File: src/hw/rtl/wnsf_pkg.sv
// wnsf_pkg: types, constants and helper functions of the warped noise shaping filter
// no dependencies; used by wnsf_state_ram, wnsf_core and warped_noise_shaping_filter
package wnsf_pkg;

  localparam int MAX_ORDER  = 16;
  localparam int ADDR_W     = (MAX_ORDER > 1) ? $clog2(MAX_ORDER) : 1;
  localparam int NUM_COEF   = 16;
  localparam int CFG_IDX_W  = 3;
  localparam int CFG_DATA_W = 64;
  localparam int MAX_EVEN   = MAX_ORDER & -2;

  localparam logic [CFG_IDX_W-1:0] CFG_ORDER  = 3'd0;
  localparam logic [CFG_IDX_W-1:0] CFG_WARP   = 3'd1;
  localparam logic [CFG_IDX_W-1:0] CFG_TILT   = 3'd2;
  localparam logic [CFG_IDX_W-1:0] CFG_COEF_0 = 3'd3;
  localparam logic [CFG_IDX_W-1:0] CFG_COEF_1 = 3'd4;
  localparam logic [CFG_IDX_W-1:0] CFG_COEF_2 = 3'd5;
  localparam logic [CFG_IDX_W-1:0] CFG_COEF_3 = 3'd6;

  localparam logic [4:0] ORDER_RST = 5'd16;

  typedef struct packed {
    logic        [4:0]               order;
    logic signed [15:0]              warp;
    logic signed [15:0]              tilt;
    logic        [NUM_COEF-1:0][15:0] coef;
  } cfg_t;

  typedef enum logic [2:0] {
    ST_IDLE,
    ST_TILT,
    ST_WARP,
    ST_UPD,
    ST_COEF,
    ST_FIN,
    ST_DONE
  } state_t;

  // index of the last section in use: order made even and clamped to [2, MAX_EVEN], minus one
  function automatic logic [ADDR_W-1:0] last_sec(logic [4:0] order);
    int n;
    n = int'(order) & -2;
    if (n < 2) n = 2;
    if (n > MAX_EVEN) n = MAX_EVEN;
    return ADDR_W'(n - 1);
  endfunction

  function automatic logic signed [15:0] coef_at(logic [NUM_COEF-1:0][15:0] c,
                                                 logic [ADDR_W-1:0] k);
    int i;
    i = int'(k);
    if (i >= NUM_COEF) return 16'sd0;
    return $signed(c[i[3:0]]);
  endfunction

endpackage

File: src/hw/rtl/wnsf_state_ram.sv
// wnsf_state_ram: allpass state memory, one read and one write port, registered read
// depends on wnsf_pkg; entries never written since reset read as zero
module wnsf_state_ram (
  input  logic                      clk,
  input  logic                      rst_n,
  input  logic                      rd_en,
  input  logic [wnsf_pkg::ADDR_W-1:0] rd_addr,
  output logic [31:0]               rd_data,
  input  logic                      wr_en,
  input  logic [wnsf_pkg::ADDR_W-1:0] wr_addr,
  input  logic [31:0]               wr_data
);

  logic [31:0]                  mem [wnsf_pkg::MAX_ORDER];
  logic [wnsf_pkg::MAX_ORDER-1:0] vld_r;
  logic [31:0]                  rdat_r;
  logic                         rvld_r;

  always_ff @(posedge clk) begin
    if (wr_en) begin
      mem[wr_addr] <= wr_data;
    end
    if (rd_en) begin
      rdat_r <= mem[rd_addr];
    end
  end

  always_ff @(posedge clk) begin
    if (!rst_n) begin
      vld_r  <= '0;
      rvld_r <= 1'b0;
    end else begin
      if (wr_en) begin
        vld_r[wr_addr] <= 1'b1;
      end
      if (rd_en) begin
        rvld_r <= vld_r[rd_addr];
      end
    end
  end

  assign rd_data = rvld_r ? rdat_r : 32'd0;

endmodule

File: src/hw/rtl/wnsf_core.sv
// wnsf_core: section sequencer, shared 32x16 multiplier, accumulator and result register
// depends on wnsf_pkg and wnsf_state_ram
module wnsf_core (
  input  logic                clk,
  input  logic                rst_n,
  input  wnsf_pkg::cfg_t      cfg,
  input  logic                in_valid,
  output logic                in_stall,
  input  logic signed [31:0]  in_history_sample,
  input  logic signed [31:0]  in_low_freq_value,
  output logic                out_valid,
  input  logic                out_stall,
  output logic signed [31:0]  out_shaping_feedback
);

  localparam int AW = wnsf_pkg::ADDR_W;

  wnsf_pkg::state_t state_r, state_nxt;

  logic [AW-1:0]       k_r, k_nxt;
  logic [AW-1:0]       last_k;
  logic signed [31:0]  lf_r, lf_nxt;
  logic signed [31:0]  old_r, old_nxt;
  logic signed [31:0]  yprev_r, yprev_nxt;
  logic signed [31:0]  sold_r, sold_nxt;
  logic signed [31:0]  diff_r, diff_nxt;
  logic signed [31:0]  acc_r, acc_nxt;
  logic signed [31:0]  tilt_r, tilt_nxt;
  logic signed [47:0]  prod_r, prod_nxt;
  logic signed [31:0]  prod_hi;
  logic signed [31:0]  mul_a;
  logic signed [15:0]  mul_b;
  logic                ovld_r, ovld_nxt;
  logic signed [31:0]  odat_r, odat_nxt;
  logic signed [31:0]  y_new;

  logic                rd_en;
  logic [AW-1:0]       rd_addr;
  logic [31:0]         rd_data;
  logic                wr_en;

  wnsf_state_ram u_ram (
    .clk     (clk),
    .rst_n   (rst_n),
    .rd_en   (rd_en),
    .rd_addr (rd_addr),
    .rd_data (rd_data),
    .wr_en   (wr_en),
    .wr_addr (k_r),
    .wr_data (y_new)
  );

  assign last_k  = wnsf_pkg::last_sec(cfg.order);
  assign prod_hi = prod_r[47:16];
  assign y_new   = old_r + prod_hi;

  // operand select for the shared multiplier
  always_comb begin
    case (state_r)
      wnsf_pkg::ST_TILT: begin
        mul_a = lf_r;
        mul_b = cfg.tilt;
      end
      wnsf_pkg::ST_COEF: begin
        mul_a = yprev_r;
        mul_b = wnsf_pkg::coef_at(cfg.coef, k_r);
      end
      default: begin
        mul_a = diff_r;
        mul_b = cfg.warp;
      end
    endcase
  end

  always_ff @(posedge clk) begin
    if (!rst_n) begin
      state_r <= wnsf_pkg::ST_IDLE;
      ovld_r  <= 1'b0;
    end else begin
      state_r <= state_nxt;
      ovld_r  <= ovld_nxt;
    end
  end

  always_ff @(posedge clk) begin
    k_r     <= k_nxt;
    lf_r    <= lf_nxt;
    old_r   <= old_nxt;
    yprev_r <= yprev_nxt;
    sold_r  <= sold_nxt;
    diff_r  <= diff_nxt;
    acc_r   <= acc_nxt;
    tilt_r  <= tilt_nxt;
    prod_r  <= prod_nxt;
    odat_r  <= odat_nxt;
  end

  always_comb begin
    state_nxt = state_r;
    k_nxt     = k_r;
    lf_nxt    = lf_r;
    old_nxt   = old_r;
    yprev_nxt = yprev_r;
    sold_nxt  = sold_r;
    diff_nxt  = diff_r;
    acc_nxt   = acc_r;
    tilt_nxt  = tilt_r;
    prod_nxt  = prod_r;
    odat_nxt  = odat_r;
    ovld_nxt  = ovld_r && out_stall;
    in_stall  = 1'b1;
    rd_en     = 1'b0;
    rd_addr   = k_r + AW'(1);
    wr_en     = 1'b0;
    case (state_r)
      wnsf_pkg::ST_IDLE: begin
        in_stall = 1'b0;
        rd_addr  = '0;
        if (in_valid) begin
          rd_en     = 1'b1;
          k_nxt     = '0;
          lf_nxt    = in_low_freq_value;
          old_nxt   = in_history_sample;
          yprev_nxt = 32'sd0;
          acc_nxt   = 32'sd0;
          state_nxt = wnsf_pkg::ST_TILT;
        end
      end
      wnsf_pkg::ST_TILT: begin
        prod_nxt  = mul_a * mul_b;
        diff_nxt  = $signed(rd_data) - yprev_r;
        sold_nxt  = $signed(rd_data);
        state_nxt = wnsf_pkg::ST_WARP;
      end
      wnsf_pkg::ST_WARP: begin
        prod_nxt = mul_a * mul_b;
        rd_en    = (k_r != last_k);
        if (k_r == '0) begin
          tilt_nxt = prod_hi;
        end else begin
          acc_nxt = acc_r + prod_hi;
        end
        state_nxt = wnsf_pkg::ST_UPD;
      end
      wnsf_pkg::ST_UPD: begin
        wr_en     = 1'b1;
        yprev_nxt = y_new;
        old_nxt   = sold_r;
        state_nxt = wnsf_pkg::ST_COEF;
      end
      wnsf_pkg::ST_COEF: begin
        prod_nxt = mul_a * mul_b;
        diff_nxt = $signed(rd_data) - yprev_r;
        sold_nxt = $signed(rd_data);
        if (k_r == last_k) begin
          state_nxt = wnsf_pkg::ST_FIN;
        end else begin
          k_nxt     = k_r + AW'(1);
          state_nxt = wnsf_pkg::ST_WARP;
        end
      end
      wnsf_pkg::ST_FIN: begin
        acc_nxt   = acc_r + prod_hi;
        state_nxt = wnsf_pkg::ST_DONE;
      end
      wnsf_pkg::ST_DONE: begin
        if (!(ovld_r && out_stall)) begin
          odat_nxt  = {acc_r[31], acc_r[31:1]} + tilt_r;
          ovld_nxt  = 1'b1;
          state_nxt = wnsf_pkg::ST_IDLE;
        end
      end
      default: begin
        state_nxt = wnsf_pkg::ST_IDLE;
      end
    endcase
  end

  assign out_valid            = ovld_r;
  assign out_shaping_feedback = odat_r;

endmodule

File: src/hw/rtl/warped_noise_shaping_filter.sv
// warped_noise_shaping_filter: top level, configuration registers and filter core
// depends on wnsf_pkg and wnsf_core
// one transaction at a time: input stalled until its result is built; each section takes one
//   state RAM read-modify-write and two passes through the shared multiplier
// reset: state memory reads as zero, order 16, other configuration registers zero, no result pending
module warped_noise_shaping_filter (
  input  logic                                 clk,
  input  logic                                 rst_n,
  input  logic                                 in_valid,
  output logic                                 in_stall,
  input  logic signed [31:0]                   in_history_sample,
  input  logic signed [31:0]                   in_low_freq_value,
  output logic                                 out_valid,
  input  logic                                 out_stall,
  output logic signed [31:0]                   out_shaping_feedback,
  input  logic                                 cfg_valid,
  output logic                                 cfg_ready,
  input  logic [wnsf_pkg::CFG_IDX_W-1:0]       cfg_index,
  input  logic [wnsf_pkg::CFG_DATA_W-1:0]      cfg_data
);

  wnsf_pkg::cfg_t cfg_r;

  assign cfg_ready = 1'b1;

  always_ff @(posedge clk) begin
    if (!rst_n) begin
      cfg_r.order <= wnsf_pkg::ORDER_RST;
      cfg_r.warp  <= '0;
      cfg_r.tilt  <= '0;
      cfg_r.coef  <= '0;
    end else if (cfg_valid && cfg_ready) begin
      case (cfg_index)
        wnsf_pkg::CFG_ORDER: cfg_r.order <= cfg_data[4:0];
        wnsf_pkg::CFG_WARP:  cfg_r.warp  <= $signed(cfg_data[15:0]);
        wnsf_pkg::CFG_TILT:  cfg_r.tilt  <= $signed(cfg_data[15:0]);
        wnsf_pkg::CFG_COEF_0: cfg_r.coef[3:0]   <= cfg_data;
        wnsf_pkg::CFG_COEF_1: cfg_r.coef[7:4]   <= cfg_data;
        wnsf_pkg::CFG_COEF_2: cfg_r.coef[11:8]  <= cfg_data;
        wnsf_pkg::CFG_COEF_3: cfg_r.coef[15:12] <= cfg_data;
        default: begin
        end
      endcase
    end
  end

  wnsf_core u_core (
    .clk                  (clk),
    .rst_n                (rst_n),
    .cfg                  (cfg_r),
    .in_valid             (in_valid),
    .in_stall             (in_stall),
    .in_history_sample    (in_history_sample),
    .in_low_freq_value    (in_low_freq_value),
    .out_valid            (out_valid),
    .out_stall            (out_stall),
    .out_shaping_feedback (out_shaping_feedback)
  );

  // one transaction in flight: an accepted item blocks the input until its result is built
  a_busy_after_accept: assert property (@(posedge clk) disable iff (!rst_n)
    (in_valid && !in_stall) |=> in_stall)
    else $error("input taken again right after a transaction");

  // a new result only appears after the input side was busy computing it
  a_result_from_busy: assert property (@(posedge clk) disable iff (!rst_n)
    $rose(out_valid) |-> $past(in_stall))
    else $error("result appeared without a computation");

  // a taken result is followed by another only if the input was stalled when it was taken
  a_no_phantom_result: assert property (@(posedge clk) disable iff (!rst_n)
    (out_valid && !out_stall) |=> (!out_valid || $past(in_stall)))
    else $error("result produced without input");

endmodule
File: config.mk
export PLATFORM = sky130hd
export DESIGN_NAME = warped_noise_shaping_filter
export DESIGN_NICKNAME = d
export VERILOG_FILES = /design/src/hw/rtl/wnsf_pkg.sv /design/src/hw/rtl/wnsf_state_ram.sv /design/src/hw/rtl/wnsf_core.sv /design/src/hw/rtl/warped_noise_shaping_filter.sv
export SDC_FILE = /design/constraint.sdc
export NUM_CORES = 2
export LEC_CHECK = 0
export ABC_AREA = 1
export BUFFER_PORTS_ARGS = -buffer_cell sky130_fd_sc_hd__buf_2
export CORE_AREA = 2 2 299 522
export CTS_BUF_LIST = sky130_fd_sc_hd__clkbuf_8
export DETAILED_ROUTE_END_ITERATION = 8
export DIE_AREA = 0 0 301 524
export HOLD_SLACK_MARGIN = 0.05
export PLACE_DENSITY_LB_ADDON = 0.12
export SLEW_MARGIN = 5
export SYNTH_ARGS = -nofsm -noshare
export SYNTH_HDL_FRONTEND = slang
export SYNTH_SLANG_ARGS = --single-unit
File: constraint.sdc
create_clock -name clk -period 7.3 [get_ports clk]
set_clock_uncertainty 0.1 [all_clocks]
set_input_delay 1.095 -clock clk [delete_from_list [all_inputs] [get_ports clk]]
set_output_delay 1.095 -clock clk [all_outputs]
set_load 0.005 [all_outputs]
==> reports/metrics.cfg <==
[status]
outcome=finished with violations
failed_checks=setup timing

[sta]
fmax_mhz=135
finalSetupTns_ps=-640
min_period_ps=7410
fin_crit_sh_pct=102
rsz0062_at_grt=yes
relSlewSlack_pct=14.8
final-hold-violation-count=0
drv_slew=0
tightest_slew_ps=1270
finalWorstSetupSlack_ps=-111
timing.hold.ws_ps=247
setup_viol=12

[floorplan]
design.die.area_um2=158000
rows=190
io_pins=171
die-height_um=524
die-width_um=301
core_area_um2=153000
start_util_pct=44.8

[synthesis]
ys.flop_type=edfxtp_1
ys_top_cells_by_area=edfxtp_1 (37%), fa_1 (14%), dfxtp_1 (9.1%), nor2_1 (7.5%), o21ai_0 (6.1%)
synth_nets=8215
ys_seq_elements=1149
synth-edff-count=836
yosysTopAreaCell=edfxtp_1
ys_warn_count=0
syn_area_um2=68700
ys_top_cells_by_count=nor2_1 (1366), inv_1 (1001), nand2_1 (847)
synth_top_area_share_pct=36.5
yosysMostFrequentCell=nor2_1
synth_cells=7350
synthDistinctLibCells=58
async_flop_share_pct=0
seq_area_frac_synth_pct=45.7
postSynthAreaPerCell_um2=9.35

[finish]
fin_area_um2=80800
drive_gt1_share_pct=16.3
nets=8762
n_fill_cell=14242
area_growth_pct=17.6

[setup_path]
ff2ff_path_depth=35
worstSetupStartpointType=register
cp.arrival_ps=7930
worstReg2RegEnd=u_core.prod_r[37]$_DFFE_PP_
end_kind=register
path_class=register to register
crit_path_top_delay_cell=fa_1
crit_fanout=10
reg2reg_slack_ps=-110
reg2reg_from=u_core.k_r[0]$_SDFFCE_PP0P_
max_stage_delay_ps=610
worst_ep_required_time_ps=7820

[global_routing]
antenna_found_initial=20
grt_usage_pct=29.9
grt_max_degree=151
grt_pass1_wl_mm=347
grt_overflow_total=0
grt_pass1_vias=56444

[place]
io_buffers=169
place_area_um2=75200
hpwlAfterDp_mm=168
gp_congestion=0.944

[drt]
antenna_left=0
drc=0
wl_per_cell_um=23.5
drtIter0Drc=4139
wl_mm=237
via_per_inst=5.47
drtPass1Iterations=6
num_vias=55044

[clock_tree]
root_buffer=clkbuf_8
clock-sinks=1149
clk_pin_slew_worst_paths_ps=70
hold_buffers=0
cts_buffer_depth=3
cts-buffers-inserted=176
cts_tree=built
clkLatencyLatePin_ps=940
cts_max_level=4

[min_path]
min_to=u_core.lf_r[23]$_DFFE_PP_
hold_class=input pin to register
min_from=in_low_freq_value[23]
min_path_cells=1

[power_and_ir_drop]
p_per_area_nw_per_um2=315
p_leak_nw=34.1
ir_worst_vdd_mv=0.212
total_power_mw=25.4

[job]
max-cap-violations=0

[critical path, delay by kind of cell (launching register included)]
kind,cells,cell delay [ps]
DFF,1,470
AOI/OAI and AO/OA,7,970
buffers and inverters,14,1520
and+or+nand+nor,6,660
adders and majority gates,7,3260
xor gates and xnor gates,1,100
[state kept, by name, summed over array words and instances (netlist names), 16 cells and up]
signal,cells
cfg_r,292
u_core.acc_r,32
u_core.diff_r,32
u_core.lf_r,32
u_core.old_r,32
u_core.out_shaping_feedback,32
u_core.prod_r,32
u_core.sold_r,32
u_core.tilt_r,32
u_core.u_ram.mem,512
u_core.u_ram.rdat_r,32
u_core.u_ram.vld_r,16
u_core.yprev_r,32
[final cells by class]
cell class,count,area [µm²],share of cell area [%]
Antenna cell,11,27.5,0.0341
Clock buffer,182,2500,3.10
Clock inverter,133,885,1.09
Inverter,1029,3890,4.81
Multi-Input combinational cell,4847,33600,41.6
Sequential cell,1149,31400,38.8
Tap cell,2016,2520,3.12
Timing Repair Buffer,694,5980,7.41
[worst max-delay path by stage]
stage,start,end,slack [ps],depth (start not counted)
after floorplan,u_core.k_r[0]$_SDFFCE_PP0P_,u_core.prod_r[47]$_DFFE_PP_,350,30
after global placement,u_core.k_r[0]$_SDFFCE_PP0P_,u_core.prod_r[46]$_DFFE_PP_,-200,34
after detailed placement,u_core.k_r[0]$_SDFFCE_PP0P_,u_core.prod_r[46]$_DFFE_PP_,-240,34
after CTS,u_core.k_r[0]$_SDFFCE_PP0P_,u_core.prod_r[21]$_DFFE_PP_,-30,32
after global routing,u_core.k_r[0]$_SDFFCE_PP0P_,u_core.prod_r[37]$_DFFE_PP_,-380,35
final,u_core.k_r[0]$_SDFFCE_PP0P_,u_core.prod_r[37]$_DFFE_PP_,-110,35
[where the power goes]
group / leakage (nW) / total [mW] / switching, mW / internal [mW]
clock: 1.94 / 5.26 / 2.71 / 2.55
combinational: 21.9 / 10.8 / 7.19 / 3.61
sequential: 10.2 / 9.38 / 0.465 / 8.91
total: 34.1 / 25.4 / 10.4 / 15.1
[layer usage]
layer | track usage, % | up-vias | routed length (µm)
met1 | 33.1 | 27241 | 86100
li1 | - | 25293 | -
met3 | 3.54 | 601 | 12300
met5 | 0 | - | 57
met2 | 54.2 | 1899 | 122000
met4 | 18.5 | 10 | 16500
[placed cells by master, fill, tap and decap left out, drive strengths merged, types with 4 or more instances in the layout]
cell and count:
clkinv 69, o221ai 61, edfxtp 836, buf 687
xnor2 45, a22o 4, a21o 14, clkbuf 185
a221oi 6, xor2 83, o31ai 7, nor3 21
bufinv 5, nand3 90, a21boi 13, o21ai 903
nand4 23, nand2 847, diode 11, a211oi 9
a31oi 34, bufbuf 4, o21a 18, inv 1085
o21bai 5, a21oi 400, o211ai 16, dfxtp 313
ha 240, fa 489, nor2 1372, nor4 10
o22ai 114
[repair_timing]
action,CTS,global route
cloned,7,3
setup buffers,30,20
pin swaps,56,51
endpoints found under the setup margin,27,31
resized for setup,193,232
[cell families (layout without fill, tap and decap cells)]
family / Yosys count / count (layout) / synth area share (%)
AO/OA/AOI/OAI: 1618 / 1618 / 13.1
other: 1 / 12 / 0.00546
XOR/XNOR: 128 / 128 / 1.63
adder cells (fa/ha/maj): 729 / 729 / 18.6
AND/OR/NAND/NOR: 2371 / 2371 / 13.4
buffers and inverters: 1354 / 2038 / 7.67
flip-flops: 1149 / 1149 / 45.7
[per-stage QoR]
| step | instances | utilization, % | setup WS [ps] |
|---|---|---|---|
| floorplan | 7350 | - | 350 |
| global placement | 9677 | 49.0 | -199 |
| detailed placement | 9677 | 49.0 | -235 |
| CTS | 10027 | 52.0 | -31.4 |
| global route | 10060 | 52.7 | -380 |
| finish | 10061 | 52.7 | -111 |
Note: power is estimated with default switching activity, not from simulation.
